### src/rtl/b64se_pkg.sv
package b64se_pkg;

  // Six-bit sextet codes plus the pad code
  localparam int unsigned CodeW   = 7;
  localparam logic [CodeW-1:0] PadCode = 7'd64;

  // Register indexes of the configuration port
  localparam logic CfgLineBreakEnable = 1'b0;
  localparam logic CfgLineLength      = 1'b1;

  // Characters placed in the stream besides the alphabet
  localparam logic [7:0] AsciiCr  = 8'h0d;
  localparam logic [7:0] AsciiLf  = 8'h0a;
  localparam logic [7:0] AsciiPad = 8'h3d;

  // Maximum characters caused by one source byte
  localparam int unsigned MaxChars = 6;
  localparam int unsigned CntW     = $clog2(MaxChars + 1);

  localparam logic [7:0] LineLengthReset = 8'd76;

  // Map a sextet (or the pad code) to its ASCII character
  function automatic logic [7:0] b64_char(input logic [CodeW-1:0] code);
    logic [7:0] ch;
    if (code[6]) begin
      ch = AsciiPad;
    end else if (code[5:0] < 6'd26) begin
      ch = 8'h41 + {2'b00, code[5:0]};
    end else if (code[5:0] < 6'd52) begin
      ch = 8'h61 + {2'b00, code[5:0]} - 8'd26;
    end else if (code[5:0] < 6'd62) begin
      ch = 8'h30 + {2'b00, code[5:0]} - 8'd52;
    end else if (code[5:0] == 6'd62) begin
      ch = 8'h2b;
    end else begin
      ch = 8'h2f;
    end
    return ch;
  endfunction

endpackage

### src/rtl/base64_stream_encoder_unit.sv
// Streaming base64 encoder (standard alphabet, '=' padding) with optional
// CR LF line breaks. Source bytes enter one per word on the slave side,
// tlast marking the final byte of a message; encoded characters leave one
// per word on the master side, tlast on the final character. A byte that
// opens or extends a group gives nothing; a byte that completes a group,
// or a final byte, gives four characters, or six with a line break. The
// limit is the one-character output port: the six-entry character buffer
// must drain before the next byte is taken, while the output register
// still holds the last character.
module base64_stream_encoder_unit (
  input  logic       clk,
  input  logic       rst,
  // configuration
  input  logic       cfg_we,
  input  logic       cfg_index,
  input  logic [7:0] cfg_data,
  // source bytes
  input  logic       s_tvalid,
  output logic       s_tready,
  input  logic [7:0] s_tdata,   // [7:0] data_byte
  input  logic       s_tlast,   // final_byte
  // encoded characters
  output logic       m_tvalid,
  input  logic       m_tready,
  output logic [7:0] m_tdata,   // [7:0] out_char
  output logic       m_tlast    // out_last
);
  import b64se_pkg::*;

  // Configuration registers
  logic       line_break_enable;
  logic [7:0] line_length;

  // Encoder state
  logic [7:0] first_pending;
  logic [7:0] second_pending;
  logic [1:0] group_phase;
  logic [7:0] line_chars;

  // Character buffer between the encoder and the output register
  logic [7:0]      buf_char [MaxChars];
  logic [CntW-1:0] buf_cnt;
  logic            buf_last;

  // Next values
  logic [7:0]       first_pending_next;
  logic [7:0]       second_pending_next;
  logic [1:0]       group_phase_next;
  logic [7:0]       line_chars_next;
  logic [7:0]       char_next [MaxChars];
  logic [CntW-1:0]  cnt_next;

  logic             in_take;
  logic             out_load;
  logic             brk;
  logic             emit;
  logic [7:0]       b0;
  logic [7:0]       b1;
  logic [CodeW-1:0] code [4];

  assign s_tready = (buf_cnt == '0);
  assign in_take  = s_tvalid && s_tready;
  assign out_load = (buf_cnt != '0) && (!m_tvalid || m_tready);

  // Encode one source byte
  always_comb begin
    first_pending_next  = first_pending;
    second_pending_next = second_pending;
    line_chars_next     = line_chars;
    group_phase_next    = group_phase;

    b0 = (group_phase == 2'd0) ? s_tdata : first_pending;
    b1 = (group_phase == 2'd1) ? s_tdata : second_pending;

    emit = s_tlast || (group_phase == 2'd2);
    brk  = emit && line_break_enable && (line_chars == line_length);

    code[0] = {1'b0, b0[7:2]};
    if (group_phase == 2'd0) begin
      code[1] = {1'b0, b0[1:0], 4'b0000};
      code[2] = PadCode;
      code[3] = PadCode;
      first_pending_next = s_tdata;
      group_phase_next   = 2'd1;
    end else if (group_phase == 2'd1) begin
      code[1] = {1'b0, b0[1:0], b1[7:4]};
      code[2] = {1'b0, b1[3:0], 2'b00};
      code[3] = PadCode;
      second_pending_next = s_tdata;
      group_phase_next    = 2'd2;
    end else begin
      code[1] = {1'b0, b0[1:0], b1[7:4]};
      code[2] = {1'b0, b1[3:0], s_tdata[7:6]};
      code[3] = {1'b0, s_tdata[5:0]};
      group_phase_next = 2'd0;
    end

    // line counter: break clears it, a full group advances it while breaks are enabled, a final byte clears it
    if (brk) begin
      line_chars_next = 8'd0;
    end
    if ((group_phase == 2'd2) && line_break_enable) begin
      line_chars_next = line_chars_next + 8'd4;
    end
    if (s_tlast) begin
      group_phase_next = 2'd0;
      line_chars_next  = 8'd0;
    end

    // character list, CR LF first when breaking
    if (brk) begin
      char_next[0] = AsciiCr;
      char_next[1] = AsciiLf;
      for (int i = 0; i < 4; i++) begin
        char_next[i+2] = b64_char(code[i]);
      end
      cnt_next = CntW'(6);
    end else begin
      for (int i = 0; i < 4; i++) begin
        char_next[i] = b64_char(code[i]);
      end
      char_next[4] = AsciiCr;
      char_next[5] = AsciiLf;
      cnt_next = emit ? CntW'(4) : CntW'(0);
    end
  end

  // Configuration writes
  always_ff @(posedge clk) begin
    if (rst) begin
      line_break_enable <= 1'b0;
      line_length       <= LineLengthReset;
    end else if (cfg_we) begin
      unique case (cfg_index)
        CfgLineBreakEnable: line_break_enable <= cfg_data[0];
        CfgLineLength:      line_length       <= cfg_data;
        default:            line_length       <= line_length;
      endcase
    end
  end

  // Encoder state
  always_ff @(posedge clk) begin
    if (rst) begin
      first_pending  <= 8'd0;
      second_pending <= 8'd0;
      group_phase    <= 2'd0;
      line_chars     <= 8'd0;
    end else if (in_take) begin
      first_pending  <= first_pending_next;
      second_pending <= second_pending_next;
      group_phase    <= group_phase_next;
      line_chars     <= line_chars_next;
    end
  end

  // Character buffer: filled on a taken byte, shifted into the output register
  always_ff @(posedge clk) begin
    if (rst) begin
      buf_cnt <= '0;
    end else if (in_take) begin
      buf_cnt <= cnt_next;
    end else if (out_load) begin
      buf_cnt <= buf_cnt - CntW'(1);
    end
  end

  always_ff @(posedge clk) begin
    if (in_take) begin
      buf_last <= s_tlast;
      for (int i = 0; i < MaxChars; i++) begin
        buf_char[i] <= char_next[i];
      end
    end else if (out_load) begin
      for (int i = 0; i < MaxChars - 1; i++) begin
        buf_char[i] <= buf_char[i+1];
      end
    end
  end

  // Output register
  always_ff @(posedge clk) begin
    if (rst) begin
      m_tvalid <= 1'b0;
    end else if (out_load) begin
      m_tvalid <= 1'b1;
    end else if (m_tready) begin
      m_tvalid <= 1'b0;
    end
  end

  always_ff @(posedge clk) begin
    if (out_load) begin
      m_tdata <= buf_char[0];
      m_tlast <= buf_last && (buf_cnt == CntW'(1));
    end
  end

endmodule

### config.mk
export PLATFORM = sky130hd
export DESIGN_NAME = base64_stream_encoder_unit
export DESIGN_NICKNAME = d
export VERILOG_FILES = /design/src/rtl/b64se_pkg.sv /design/src/rtl/base64_stream_encoder_unit.sv
export SDC_FILE = /design/constraint.sdc
export NUM_CORES = 1
export LEC_CHECK = 0
export ABC_AREA = 1
export BUFFER_PORTS_ARGS = -buffer_cell sky130_fd_sc_hd__buf_2
export CAP_MARGIN = 0
export CORE_MARGIN = 3
export CORE_UTILIZATION = 45
export DETAILED_ROUTE_END_ITERATION = 7
export PLACE_DENSITY = 0.66
export SLEW_MARGIN = 20
export SYNTH_ARGS = -nofsm -noshare
export SYNTH_HDL_FRONTEND = slang
export SYNTH_SLANG_ARGS = --single-unit
export TNS_END_PERCENT = 5
### constraint.sdc
create_clock -name clk -period 2.75 [get_ports clk]
set_input_delay 0.55 -clock clk [delete_from_list [all_inputs] [get_ports clk]]
set_output_delay 0.55 -clock clk [all_outputs]
set_load 0.005 [all_outputs]
==> impl_metrics.env <==
export IMPL_status="completed"
export IMPL_slew_headroom_pct=57.7
export IMPL_avgSynthCellArea_um2=8.03
export IMPL_grt_pass1_vias=4751
export IMPL_ys_warn_count=0
export IMPL_finalNonFillerCells=931
export IMPL_final_core_util_pct=53.6
export IMPL_clkSinkCount=95
export IMPL_grt_setup_unrepaired="yes"
export IMPL_slew_violations=0
export IMPL_critPathLaunchType="flip-flop"
export IMPL_area_growth_pct=14.6
export IMPL_nets=800
export IMPL_globalplace_congestion=0.910
export IMPL_vias=4990
export IMPL_insertion_delay_ps=350
export IMPL_final_common_cell="nand2_1"
export IMPL_finalSetupViolCount=0
export IMPL_worstSetupPathType="reg2reg"
export IMPL_maxCapViolCount=0
export IMPL_ctsHoldBuffers=0
export IMPL_coreArea_um2=12200
export IMPL_grtUsageTotal_pct=20.7
export IMPL_synth_area_um2=5710
export IMPL_path_cells="buf_4, nor2_4, o21ai_0, nor2_2, inv_1, ha_1, inv_1, nand2_1, o31ai_2, o221ai_1"
export IMPL_postRouteWirelength_mm=14.1
export IMPL_dp_cells=915
export IMPL_h_tree_depth=3
export IMPL_drc=0
export IMPL_dieArea_um2=14100
export IMPL_initial_core_util_pct=46.8
export IMPL_fin_crit_sh_pct=93.4
export IMPL_ys_async_sr_fraction_pct=0
export IMPL_clockBufferDepth=2
export IMPL_grt_antenna_before_repair=0
export IMPL_synth_edf_count=58
export IMPL_numCtsBuffers=9
export IMPL_diodes=0
export IMPL_avgRoutedWirePerCell_um=15.2
export IMPL_drt_initial_drc_count=441
export IMPL_drive_above_1_share_pct=18.1
export IMPL_tns_ps=0
export IMPL_worstSetupStartpoint="group_phase[1]"
export IMPL_fin_crit_ps=2570
export IMPL_synth_seq_cells=95
export IMPL_power_leakage_uw=0.00281
export IMPL_io_pins=34
export IMPL_syn_nets=753
export IMPL_rows=40
export IMPL_worst_slew_pin_slew_ps=633
export IMPL_die_h_um=119
export IMPL_fin_skew_ps=6.62
export IMPL_arrival_ps=2650
export IMPL_powerDensity_nw_per_um2=971
export IMPL_grt_pass1_wl_mm=23.5
export IMPL_port_buffers=33
export IMPL_crit_top_cell="inv_1"
export IMPL_holdCritStartpoint="cfg_data[3]"
export IMPL_cp_max_fo=9
export IMPL_synth_seq_area_share_pct=43.5
export IMPL_clock_fmax_ghz=0.389
export IMPL_hold_viol=0
export IMPL_reg2reg_from="group_phase[1]"
export IMPL_hpwl_mm=10.7
export IMPL_required_ps=2830
export IMPL_path_clk_slew_ps=60
export IMPL_synthCells=711
export IMPL_hold_class="in2reg"
export IMPL_mostFrequentLayoutCells="nand2_1 (175), inv_1 (69), edfxtp_1 (58), nor2_1 (50), o21ai_0 (41)"
export IMPL_dieWidth_um=119
export IMPL_globalRouteOverflowTotal=0
export IMPL_vias_per_cell=5.36
export IMPL_slowest_delay_ps=390
export IMPL_synthFlopType="edfxtp_1"
export IMPL_end_kind="flip-flop"
export IMPL_ys_types=50
export IMPL_critPathSlowestCell="o31ai_2"
export IMPL_vdd_drop_max_mv=0.592
export IMPL_ant_nets=0
export IMPL_n_fill_cell=1188
export IMPL_grt_max_degree=44
export IMPL_cts_root_buf="clkbuf_16"
export IMPL_cts_tree="yes"
export IMPL_dr_pass1_iters=5
metal layers:
layer	GRT usage, %	up-vias	share of wire, %
li1	-	2482	-
met2	33.3	159	46
met1	27.8	2321	46
met3	3.97	28	5.3
met4	7.60	0	2.7
met5	0	-	0
area by class of cell:
class | count | area, um^2 | share of cell area [%]
tap | 168 | 210 | 3.21
inverter | 82 | 312 | 4.76
clock inverter | 7 | 120 | 1.83
sequential | 95 | 2480 | 37.9
multi-input combinational | 513 | 2830 | 43.2
clock buffer | 9 | 225 | 3.44
timing repair buffer | 57 | 370 | 5.66
cell families after synthesis:
family / count (synthesis) / synth area share [%]
simple gates: 322 / 25.9
compound gates: 152 / 16.0
buf+inv: 103 / 7.43
flops: 95 / 43.5
xor+xnor: 19 / 2.91
fa+ha+maj: 19 / 4.16
other cells: 1 / 0.0657
sequential cells by signal, summed over array words and instances (netlist names):
signal	cells
buf_cnt	3
line_length	8
m_tvalid	1
buf_char	48
m_tlast	1
second_pending	8
line_break_enable	1
group_phase	2
buf_last	1
m_tdata	8
first_pending	8
line_chars	6
critical path, delay by kind of cell (launching register included):
family,cells,cell delay (ps)
AOI/OAI and AO/OA,3,770
and+or+nand+nor,3,570
buffers and inverters,3,390
DFF,1,350
adders and majority gates,1,220
cells in the mapped netlist (all sizes together), types with 11 or more instances:
cell / instances / area, um^2
inv: 79 / 299
ha: 19 / 238
xor2: 11 / 96.3
dfxtp: 37 / 741
nor2: 59 / 275
a21oi: 35 / 175
clkbuf: 11 / 41.3
o21ai: 74 / 415
nand2: 198 / 823
edfxtp: 58 / 1740
nand3: 44 / 248
repair_timing:
action	4_1_cts	5_1_grt
pin swaps	0	0
endpoints found under the setup margin	1	13
resized for setup	1	5
buffers inserted	0	0
power by group:
group | total [uW] | internal, uW | switching, uW
Sequential | 2460 | 2310 | 154
Combinational | 2440 | 802 | 1640
Clock | 1450 | 893 | 555
Total | 6350 | 4000 | 2350
path summary, 6_finish.rpt:
check	endpoint	slack (ps)	depth (start not counted)
worst min-delay path	line_length[3]	420	3
worst max-delay path	buf_char[3][6]	180	10
worst max register to register	buf_char[3][6]	180	10
worst min register to register	m_tdata[0]	420	0
through the flow:
step                      hold slack, ps  setup WS, ps  power, uW  area [um^2]
after detailed placement             409         -5.20       4940         6180
after global placement               402          9.75       4880         6180
after global routing                 410         -3.37       6790         6550
after CTS                            402          49.4       6390         6530
after floorplan                      400           358       4140         5710
final                                416           181       6350         6550
(Power assumes the default switching activity.)
